`src/rtl/core/qrpm_pkg.sv`:
```
// ----------------------------------------------------------------------------
// qrpm_pkg
// Shared types and constants of the quadrilateral region pixel mask.
// ----------------------------------------------------------------------------
package qrpm_pkg;

   localparam int COORD_BITS    = 12;
   localparam int EDGES         = 4;
   localparam int EDGE_BITS     = $clog2(EDGES);
   localparam int DIFF_BITS     = COORD_BITS + 1;
   localparam int PROD_BITS     = 2 * DIFF_BITS;
   localparam int CROSS_BITS    = PROD_BITS + 1;
   localparam int FRAME_BITS    = COORD_BITS + 1;
   localparam int MASK_BITS     = 8;
   localparam int CORNER_BITS   = 2 * COORD_BITS;
   localparam int CSR_DATA_BITS = CORNER_BITS;
   localparam int CSR_IDX_BITS  = 3;

   localparam logic [FRAME_BITS-1:0] FRAME_WIDTH_RESET  = FRAME_BITS'(640);
   localparam logic [FRAME_BITS-1:0] FRAME_HEIGHT_RESET = FRAME_BITS'(480);
   localparam logic [MASK_BITS-1:0]  FOREGROUND_RESET   = MASK_BITS'(255);

   typedef enum logic [CSR_IDX_BITS-1:0] {
      REG_TOP_LEFT     = 3'd0,
      REG_TOP_RIGHT    = 3'd1,
      REG_BOTTOM_RIGHT = 3'd2,
      REG_BOTTOM_LEFT  = 3'd3,
      REG_FRAME_WIDTH  = 3'd4,
      REG_FRAME_HEIGHT = 3'd5,
      REG_FOREGROUND   = 3'd6
   } csr_index_type;

   typedef struct packed {
      logic [COORD_BITS-1:0] y;
      logic [COORD_BITS-1:0] x;
   } point_type;

   typedef struct packed {
      point_type [EDGES-1:0]  corner;
      logic [FRAME_BITS-1:0]  frame_width;
      logic [FRAME_BITS-1:0]  frame_height;
      logic [MASK_BITS-1:0]   foreground_value;
   } cfg_type;

   typedef struct packed {
      logic [COORD_BITS-1:0] pixel_row;
      logic [COORD_BITS-1:0] pixel_col;
   } req_type;

   typedef struct packed {
      logic [MASK_BITS-1:0] mask_value;
      logic                 inside_res;
      logic                 in_frame;
   } rsp_type;

   typedef struct packed {
      logic [EDGES-1:0][PROD_BITS-1:0] prod_a;
      logic [EDGES-1:0][PROD_BITS-1:0] prod_b;
      logic                            in_frame;
   } prod_stage_type;

endpackage

```
`src/rtl/core/qrpm_csr.sv`:
```
// ----------------------------------------------------------------------------
// qrpm_csr
// Configuration registers: corners, frame size and foreground value.
// ----------------------------------------------------------------------------
module qrpm_csr (
   input  logic                                  clock,
   input  logic                                  reset,
   input  logic                                  csr_valid,
   output logic                                  csr_ready,
   input  logic [qrpm_pkg::CSR_IDX_BITS-1:0]     csr_index,
   input  logic [qrpm_pkg::CSR_DATA_BITS-1:0]    csr_data,
   output qrpm_pkg::cfg_type                     cfg
);

   qrpm_pkg::cfg_type cfg_ff;
   qrpm_pkg::cfg_type cfg_in;

   assign csr_ready = 1'b1;
   assign cfg       = cfg_ff;

   always_comb begin
      cfg_in = cfg_ff;
      if (csr_valid) begin
         case (csr_index)
            qrpm_pkg::REG_TOP_LEFT:     cfg_in.corner[0] = qrpm_pkg::point_type'(csr_data);
            qrpm_pkg::REG_TOP_RIGHT:    cfg_in.corner[1] = qrpm_pkg::point_type'(csr_data);
            qrpm_pkg::REG_BOTTOM_RIGHT: cfg_in.corner[2] = qrpm_pkg::point_type'(csr_data);
            qrpm_pkg::REG_BOTTOM_LEFT:  cfg_in.corner[3] = qrpm_pkg::point_type'(csr_data);
            qrpm_pkg::REG_FRAME_WIDTH:
               cfg_in.frame_width = csr_data[qrpm_pkg::FRAME_BITS-1:0];
            qrpm_pkg::REG_FRAME_HEIGHT:
               cfg_in.frame_height = csr_data[qrpm_pkg::FRAME_BITS-1:0];
            qrpm_pkg::REG_FOREGROUND:
               cfg_in.foreground_value = csr_data[qrpm_pkg::MASK_BITS-1:0];
            default: ;
         endcase
      end
   end

   always_ff @(posedge clock) begin
      if (reset) begin
         cfg_ff.corner           <= '0;
         cfg_ff.frame_width      <= qrpm_pkg::FRAME_WIDTH_RESET;
         cfg_ff.frame_height     <= qrpm_pkg::FRAME_HEIGHT_RESET;
         cfg_ff.foreground_value <= qrpm_pkg::FOREGROUND_RESET;
      end else begin
         cfg_ff <= cfg_in;
      end
   end

endmodule

```
`src/rtl/core/qrpm_cross.sv`:
```
// ----------------------------------------------------------------------------
// qrpm_cross
// Edge product stage: both cross-product terms of every quad edge and the
// frame check, registered.
// ----------------------------------------------------------------------------
module qrpm_cross (
   input  logic                     clock,
   input  logic                     reset,
   input  qrpm_pkg::cfg_type        cfg,
   input  logic                     in_valid,
   output logic                     in_ready,
   input  qrpm_pkg::req_type        in_pix,
   output logic                     out_valid,
   input  logic                     out_ready,
   output qrpm_pkg::prod_stage_type out_stage
);

   logic                     valid_ff;
   qrpm_pkg::prod_stage_type stage_ff;
   qrpm_pkg::prod_stage_type stage_in;
   logic                     advance;

   logic signed [qrpm_pkg::DIFF_BITS-1:0] dx   [qrpm_pkg::EDGES];
   logic signed [qrpm_pkg::DIFF_BITS-1:0] dy   [qrpm_pkg::EDGES];
   logic signed [qrpm_pkg::DIFF_BITS-1:0] rdx  [qrpm_pkg::EDGES];
   logic signed [qrpm_pkg::DIFF_BITS-1:0] rdy  [qrpm_pkg::EDGES];
   logic signed [qrpm_pkg::PROD_BITS-1:0] pa   [qrpm_pkg::EDGES];
   logic signed [qrpm_pkg::PROD_BITS-1:0] pb   [qrpm_pkg::EDGES];

   assign in_ready  = !valid_ff || out_ready;
   assign advance   = in_valid && in_ready;
   assign out_valid = valid_ff;
   assign out_stage = stage_ff;

   always_comb begin
      qrpm_pkg::point_type a;
      qrpm_pkg::point_type b;
      logic [qrpm_pkg::EDGE_BITS-1:0] ia;
      logic [qrpm_pkg::EDGE_BITS-1:0] ib;
      stage_in = '0;
      for (int e = 0; e < qrpm_pkg::EDGES; e++) begin
         ia     = qrpm_pkg::EDGE_BITS'(e);
         ib     = ia + 1'b1;
         a      = cfg.corner[ia];
         b      = cfg.corner[ib];
         dx[e]  = $signed({1'b0, b.x}) - $signed({1'b0, a.x});
         dy[e]  = $signed({1'b0, b.y}) - $signed({1'b0, a.y});
         rdy[e] = $signed({1'b0, in_pix.pixel_row}) - $signed({1'b0, a.y});
         rdx[e] = $signed({1'b0, in_pix.pixel_col}) - $signed({1'b0, a.x});
         pa[e]  = qrpm_pkg::PROD_BITS'(dx[e]) * qrpm_pkg::PROD_BITS'(rdy[e]);
         pb[e]  = qrpm_pkg::PROD_BITS'(dy[e]) * qrpm_pkg::PROD_BITS'(rdx[e]);
         stage_in.prod_a[e] = pa[e];
         stage_in.prod_b[e] = pb[e];
      end
      stage_in.in_frame =
         ({1'b0, in_pix.pixel_row} < cfg.frame_height) &&
         ({1'b0, in_pix.pixel_col} < cfg.frame_width);
   end

   always_ff @(posedge clock) begin
      if (reset) begin
         valid_ff <= 1'b0;
      end else if (in_ready) begin
         valid_ff <= in_valid;
      end
      if (advance) begin
         stage_ff <= stage_in;
      end
   end

   a_fill: assert property (@(posedge clock) disable iff (reset)
      advance |=> valid_ff)
      else $error("product stage lost an accepted beat");

   a_hold: assert property (@(posedge clock) disable iff (reset)
      valid_ff && !out_ready |=> valid_ff && $stable(stage_ff))
      else $error("product stage changed while stalled");

endmodule

```
`src/rtl/core/qrpm_decide.sv`:
```
// ----------------------------------------------------------------------------
// qrpm_decide
// Result stage: edge signs, inside and frame flags, mask value register.
// ----------------------------------------------------------------------------
module qrpm_decide (
   input  logic                     clock,
   input  logic                     reset,
   input  qrpm_pkg::cfg_type        cfg,
   input  logic                     in_valid,
   output logic                     in_ready,
   input  qrpm_pkg::prod_stage_type in_stage,
   output logic                     rsp_valid,
   input  logic                     rsp_ready,
   output qrpm_pkg::rsp_type        rsp_data
);

   logic                                   valid_ff;
   qrpm_pkg::rsp_type                      rsp_ff;
   qrpm_pkg::rsp_type                      rsp_in;
   logic [qrpm_pkg::EDGES-1:0]             edge_ok;
   logic signed [qrpm_pkg::CROSS_BITS-1:0] cross_sum [qrpm_pkg::EDGES];

   assign in_ready  = !valid_ff || rsp_ready;
   assign rsp_valid = valid_ff;
   assign rsp_data  = rsp_ff;

   always_comb begin
      for (int e = 0; e < qrpm_pkg::EDGES; e++) begin
         cross_sum[e] = qrpm_pkg::CROSS_BITS'($signed(in_stage.prod_a[e])) -
                        qrpm_pkg::CROSS_BITS'($signed(in_stage.prod_b[e]));
         edge_ok[e] = !cross_sum[e][qrpm_pkg::CROSS_BITS-1];
      end
      rsp_in.inside_res = &edge_ok;
      rsp_in.in_frame   = in_stage.in_frame;
      rsp_in.mask_value = (rsp_in.inside_res && rsp_in.in_frame) ?
                          cfg.foreground_value : '0;
   end

   always_ff @(posedge clock) begin
      if (reset) begin
         valid_ff <= 1'b0;
      end else if (in_ready) begin
         valid_ff <= in_valid;
      end
      if (in_valid && in_ready) begin
         rsp_ff <= rsp_in;
      end
   end

   a_mask_inside: assert property (@(posedge clock) disable iff (reset)
      valid_ff && rsp_ff.mask_value != '0 |-> rsp_ff.inside_res && rsp_ff.in_frame)
      else $error("nonzero mask for a pixel outside the region");

   a_fill: assert property (@(posedge clock) disable iff (reset)
      in_valid && in_ready |=> valid_ff)
      else $error("result stage lost an accepted beat");

endmodule

```
`src/rtl/core/quad_region_pixel_mask.sv`:
```
// ----------------------------------------------------------------------------
// quad_region_pixel_mask
// Pipeline: a req beat passes the input, product and result registers to rsp_valid.
// Throughput: one pixel per cycle while rsp_ready is high; the three stages pass beats back to back.
// The product stage holds eight 13x13 multiplies, one per term.
// Reset: synchronous, clears all stage valids; corners to 0, frame 640x480,
// foreground 255.
// ----------------------------------------------------------------------------
module quad_region_pixel_mask (
   input  logic                               clock,
   input  logic                               reset,
   input  logic                               req_valid,
   output logic                               req_ready,
   input  qrpm_pkg::req_type                  req_data,
   output logic                               rsp_valid,
   input  logic                               rsp_ready,
   output qrpm_pkg::rsp_type                  rsp_data,
   input  logic                               csr_valid,
   output logic                               csr_ready,
   input  logic [qrpm_pkg::CSR_IDX_BITS-1:0]  csr_index,
   input  logic [qrpm_pkg::CSR_DATA_BITS-1:0] csr_data
);

   qrpm_pkg::cfg_type        cfg;
   logic                     req_valid_ff;
   qrpm_pkg::req_type        req_ff;
   logic                     cross_ready;
   logic                     prod_valid;
   logic                     prod_ready;
   qrpm_pkg::prod_stage_type prod_stage;

   assign req_ready = !req_valid_ff || cross_ready;

   always_ff @(posedge clock) begin
      if (reset) begin
         req_valid_ff <= 1'b0;
      end else if (req_ready) begin
         req_valid_ff <= req_valid;
      end
      if (req_valid && req_ready) begin
         req_ff <= req_data;
      end
   end

   qrpm_csr u_csr (
      .clock     (clock),
      .reset     (reset),
      .csr_valid (csr_valid),
      .csr_ready (csr_ready),
      .csr_index (csr_index),
      .csr_data  (csr_data),
      .cfg       (cfg)
   );

   qrpm_cross u_cross (
      .clock     (clock),
      .reset     (reset),
      .cfg       (cfg),
      .in_valid  (req_valid_ff),
      .in_ready  (cross_ready),
      .in_pix    (req_ff),
      .out_valid (prod_valid),
      .out_ready (prod_ready),
      .out_stage (prod_stage)
   );

   qrpm_decide u_decide (
      .clock     (clock),
      .reset     (reset),
      .cfg       (cfg),
      .in_valid  (prod_valid),
      .in_ready  (prod_ready),
      .in_stage  (prod_stage),
      .rsp_valid (rsp_valid),
      .rsp_ready (rsp_ready),
      .rsp_data  (rsp_data)
   );

endmodule

```
`config.mk`:
```
export PLATFORM = sky130hd
export DESIGN_NAME = quad_region_pixel_mask
export DESIGN_NICKNAME = d
export VERILOG_FILES = /design/src/rtl/core/qrpm_pkg.sv /design/src/rtl/core/qrpm_csr.sv /design/src/rtl/core/qrpm_cross.sv /design/src/rtl/core/qrpm_decide.sv /design/src/rtl/core/quad_region_pixel_mask.sv
export SDC_FILE = /design/constraint.sdc
export NUM_CORES = 2
export LEC_CHECK = 0
export ABC_CLOCK_PERIOD_IN_PS = 19080
export BUFFER_PORTS_ARGS = -buffer_cell sky130_fd_sc_hd__buf_2
export CORE_MARGIN = 2
export CORE_UTILIZATION = 55
export CTS_CLUSTER_DIAMETER = 50
export DETAILED_ROUTE_END_ITERATION = 6
export PLACE_DENSITY = 0.76
export SLEW_MARGIN = 20
export SYNTH_ARGS = -nofsm -noshare
export SYNTH_HDL_FRONTEND = slang
export SYNTH_SLANG_ARGS = --single-unit
```
`constraint.sdc`:
```
create_clock -name clock -period 19.08 [get_ports clock]
set_clock_uncertainty 0.05 [all_clocks]
set_input_delay 3.816 -clock clock [delete_from_list [all_inputs] [get_ports clock]]
set_output_delay 3.816 -clock clock [all_outputs]
set_load 0.02 [all_outputs]
```
---- Yosys cells after proc, flatten, opt, wreduce, memory -nomap -nowiden ----
Index checks and enable logic that the tools add are counted.
cells by class
  add/sub/neg operators ................... 20
  multiply operators ...................... 8
  order comparisons ....................... 2
  equal/unequal tests ..................... 6
  reductions and logical operators ........ 24
operator list
  operator                                                          number
  13-bit by 13-bit multiplier with 26-bit output                    8
  12-bit by 12-bit subtractor with 13-bit output                    16
  26-bit by 26-bit subtractor with 27-bit output                    4
  12-bit by 13-bit less-than comparator with 1-bit output           2
  2-bit AND reduction                                               7
  3-bit == test (second input constant)                             3
  1-bit zero test                                                   7
  3-bit by 2-bit == test with 1-bit output (second input constant)  2
  1-bit logical AND                                                 5
  4-bit AND reduction                                               1
  3-bit by 1-bit == test with 1-bit output (second input constant)  1
  3-bit zero test                                                   1
  1-bit logical OR                                                  3
storage, ports and cells
  flip-flop bits (word level) ............. 376
  input port bits ......................... 56
  output and inout bits ................... 13
  logic and storage cells ................. 88

---- Longest topological paths before layout ----
  word-level depth ........................ 5
  depth in mapped cells ................... 34
  gate-level depth less buffers ........... 33

---- Cells and area by module ----
A second synthesis with hierarchy kept.
second synthesis, totals
  cell total of the unflattened synthesis .. 7913
  area, all modules ....................... 74219.9 µm²
modules (own cells, without submodules)
  module                  instances  cells an instance  area each (µm²)  sequential area each (µm²)
  qrpm_cross              1          7014               65191.3          6296.0
  qrpm_csr                1          475                5195.0           2602.5
  qrpm_decide             1          395                3057.9           320.3
  quad_region_pixel_mask  1          29                 775.7            740.7

---- Worst setup path before layout ----
OpenSTA, ideal clock, no wires.
  path type ............................... input to register
  start ................................... input port rsp_ready
  end ..................................... register u_cross.stage_ff, in the netlist u_cross.out_stage[0], enable pin
  library setup time ...................... 1098 ps
  arrival ................................. 18959 ps
  required time ........................... 17932 ps
  slack ................................... -1028 ps
  stages on the path ...................... 2
  path buffers ............................ 0
  cells stage by stage .................... nor2b_1 -> a21boi_0
between the ends
  word-level cells in the longest chain between the ends .. 3
ends and longest elaborated chain
  element               RTL line                      source
  from (decl)           quad_region_pixel_mask.sv:16  input logic rsp_ready,
  1-bit logical OR      qrpm_decide.sv:23             assign in_ready = !valid_ff || rsp_ready;
  1-bit logical OR      qrpm_cross.sv:30              assign in_ready = !valid_ff || out_ready;
  1-bit logical AND     qrpm_cross.sv:31              assign advance = in_valid && in_ready;
  via u_cross.advance   qrpm_cross.sv:21              logic advance;
  to (signal assigned)  qrpm_cross.sv:67              stage_ff <= stage_in;
  to (decl)             qrpm_cross.sv:19              qrpm_pkg::prod_stage_type stage_ff;
The timed path passes the listed nets, and every way through them passes these cells.
A chain may end at the register's enable or synchronous reset.

==> impl_results.md <==
* Worst hold path class: flip-flop to flip-flop
* H-tree levels at 3
* Share of cells above drive strength 1 at 0.04525
* Seq/Total Area, Yosys at 0.1348
* Synth warn at 0
* CTS tree: built
* Iteration count of the initial detailed-routing pass at 6
* Syn avg cell area at 9.037 µm²
* Drt first-iter violations at 4376
* Setup TNS at 0 ns
* # setup viols final at 0
* DIE AREA at 137300 µm²
* Top Family by Delay on Critical Path: adder cells
* P&R area growth vs syn at 6.762%
* CP max FO at 8
* # hold bufs at CTS at 0
* Die H at 370.5 µm
* Largest cells by area after synthesis: fa_1 36%, ha_1 14%, edfxtp_1 9.9%
* Vias/cell at 5.605
* Most frequent CP cell: fa_1
* TritonCTS Sinks at 376
* Number of I/O port buffers at 67
* Wire per inst at 20.68 µm
* RSZ-0062 raised after global routing: no
* DRT antenna net count at 0
* Tcrit/Tclk final at 0.4874
* Row cnt at 134
* Largest net degree at the start of global routing at 86
* Inserted Clock Buffers at 66
* Final Slew Violations at 0
* Later-pin clock latency in the skew report at 0.70 ns
* FFs w/ async S/R, synth at 0
* CP Launch Type: flip-flop
* Post-CTS sizing at 0
* Worst-path clk slew at 0.05 ns
* Pin slew with the least headroom to its limit at 1.185 ns
* Critical Path Sink Type: flip-flop
* Fmax at 107.5 MHz
* CTS root buffer: clkbuf_16
* WP data required at 19.44 ns
* Final hold violation count at 0
* Gr usage total at 0.3131
* Share of the synthesized area in the top cell type at 0.3574
* Vias in the first global route at 59490
* Synth area leader: fa_1
* Drt drc at 0
* Synthesized cell area at 73890 µm²
* Nets at 10450
* Worst path max stage delay at 0.74 ns
* Initial Util at 0.5536
* Post-Route WL at 208.1 mm
* Antenna violations before repair at 25
* Setup bufs post-CTS at 0
* Vias at 56410
* GP Congestion at 0.9772
* Die Wd at 370.5 µm
* Top_reg_cell synth: edfxtp_1
* Relative max-transition margin at 0.2084
* Core area at 133500 µm²
* Syn Nets at 10390
* Status: complete, no violations
* Yosys cell types at 74
* First-pass GRT wire length at 330.9 mm
* Minimum clock period at 9.300 ns
* Gate Count Post-Synth at 8176
* Max stage delay cell, worst path: xor2_1
* Top Ports at 69
* Global route overflow at 0
* Worst path bufs/invs at 4
* EDFF count, synth at 243
* DP Wirelength at 172.0 mm
* Max-cap violations at 0
* FF+latch count, synth at 376
* Setup CP Type: flip-flop to flip-flop
* CP arrival at 9.66 ns
* Max Root-Sink Buffers at 3
==> metrics by stage <==
| step | util | hold WS (ns) | area, µm² | setup slack [ns] | cells |
|---|---|---|---|---|---|
| detailed placement | 0.5738 | 0.3980 | 76580 | 9.928 | 9935 |
| global route | 0.5909 | 0.4258 | 78860 | 9.287 | 10060 |
| floorplan | - | 0.3744 | 73890 | 4.488 | 8176 |
| finish | 0.5911 | 0.4057 | 78880 | 9.780 | 10070 |
| CTS | 0.5906 | 0.4054 | 78830 | 9.895 | 10060 |
| global placement | 0.5736 | 0.3915 | 76560 | 10.02 | 9934 |
==> cells in the mapped netlist, types with 11 or more instances <==
cell type  count
or2_2         60
nand4_1       17
o31ai_1       11
a21oi_1      329
buf_2         15
o21bai_1      19
and2_1        78
clkbuf_1     149
or3_1         23
fa_1        1319
a21boi_0      28
a21o_1       104
nand2_1     1012
nand3_1       59
edfxtp_1     243
nor2_1       775
xor2_1       111
a211o_1       13
nor3_1        83
o21ai_0      126
nand2b_1     172
nand3b_1      14
a21boi_1      15
inv_1       1743
ha_1         843
nor2b_1      114
o21ai_1       27
o21a_1        24
and3_1        32
dfxtp_1      133
a211oi_1      40
a31oi_1       18
xnor2_1      277
==> logic make-up (layout without fill, tap and decap cells) <==
logic type / after synthesis / count (layout) / share of synthesized area
simple gates: 2478 / 2478 / 0.1482
buf+inv: 1917 / 2028 / 0.09769
fa+ha+maj: 2162 / 2162 / 0.5001
compound gates: 850 / 850 / 0.07259
xor+xnor: 388 / 388 / 0.04599
other cells: 1 / 11 / 0.00005075
mux: 4 / 4 / 0.0005419
flops: 376 / 376 / 0.1348
==> registers in the layout, indices dropped and copies added, names as in the netlist <==
register,flops
u_cross.out_stage,209
u_csr.cfg,130
req_ff,24
u_decide.rsp_data,10
req_valid_ff,1
u_cross.out_valid,1
u_decide.rsp_valid,1
==> layout make-up <==
| cell class | count | area, µm² |
|---|---|---|
| Multi-Input combinational cell | 5883 | 56830 |
| Fill cell | 11690 | 54570 |
| Sequential cell | 376 | 9960 |
| Inverter | 1743 | 6543 |
| Tap cell | 1768 | 2212 |
| Clock buffer | 78 | 1790 |
| Timing Repair Buffer | 165 | 1074 |
| Clock inverter | 42 | 455.4 |
| Antenna cell | 10 | 25.02 |
==> worst min-delay path: cells and delay by family (launching register included) <==
kind / cells / cell delay, ns
flip-flops: 1 / 0.31
AND/OR/NAND/NOR: 1 / 0.05
AO/OA/AOI/OAI: 1 / 0.05
==> metal layers <==
metal | vias up | GRT usage | routed length, µm
met2 | 2363 | 0.4879 | 92850
met3 | 547 | 0.07621 | 20670
met4 | 24 | 0.1271 | 9755
met1 | 28060 | 0.4203 | 84710
met5 | - | 0 | 140
li1 | 25420 | - | -
==> cells in the final DEF, fill, tap and decap left out, drive strengths merged, types with 9 or more instances in the layout <==
| cell type | synthesis | final |
|---|---|---|
| nand3b | 14 | 14 |
| clkbuf | 149 | 78 |
| or3 | 23 | 23 |
| nor4b | 9 | 9 |
| nor4 | 9 | 9 |
| a21oi | 329 | 329 |
| a311oi | 10 | 10 |
| o31ai | 11 | 11 |
| a211oi | 40 | 40 |
| nor2b | 114 | 114 |
| diode | 0 | 10 |
| edfxtp | 243 | 243 |
| ha | 843 | 843 |
| nand3 | 59 | 59 |
| or2 | 60 | 60 |
| nor3 | 84 | 84 |
| a31oi | 18 | 18 |
| a21o | 104 | 104 |
| xor2 | 111 | 111 |
| buf | 25 | 165 |
| nand2 | 1012 | 1012 |
| o21bai | 19 | 19 |
| a21boi | 45 | 45 |
| nor2 | 775 | 775 |
| o41ai | 10 | 10 |
| nand4 | 18 | 18 |
| fa | 1319 | 1319 |
| o21ai | 154 | 154 |
| and2 | 78 | 78 |
| xnor2 | 277 | 277 |
| and3 | 32 | 32 |
| inv | 1743 | 1758 |
| dfxtp | 133 | 133 |
| nand2b | 172 | 172 |
| o21a | 24 | 24 |
| clkinv | 0 | 18 |
| a211o | 13 | 13 |
==> worst paths after layout <==
path / start / to / slack (ns) / depth (start not counted)
setup reg to reg: req_ff[13] / u_cross.out_stage[129] / 9.78 / 30
setup / recovery: req_ff[13] / u_cross.out_stage[129] / 9.78 / 30
hold reg to reg: u_csr.cfg[25] / u_csr.cfg[25] / 0.41 / 2
hold / removal: u_csr.cfg[25] / u_csr.cfg[25] / 0.41 / 2
Power is not shown: default switching activity piles up to over one toggle a cycle in this logic, so the estimate is an artifact.
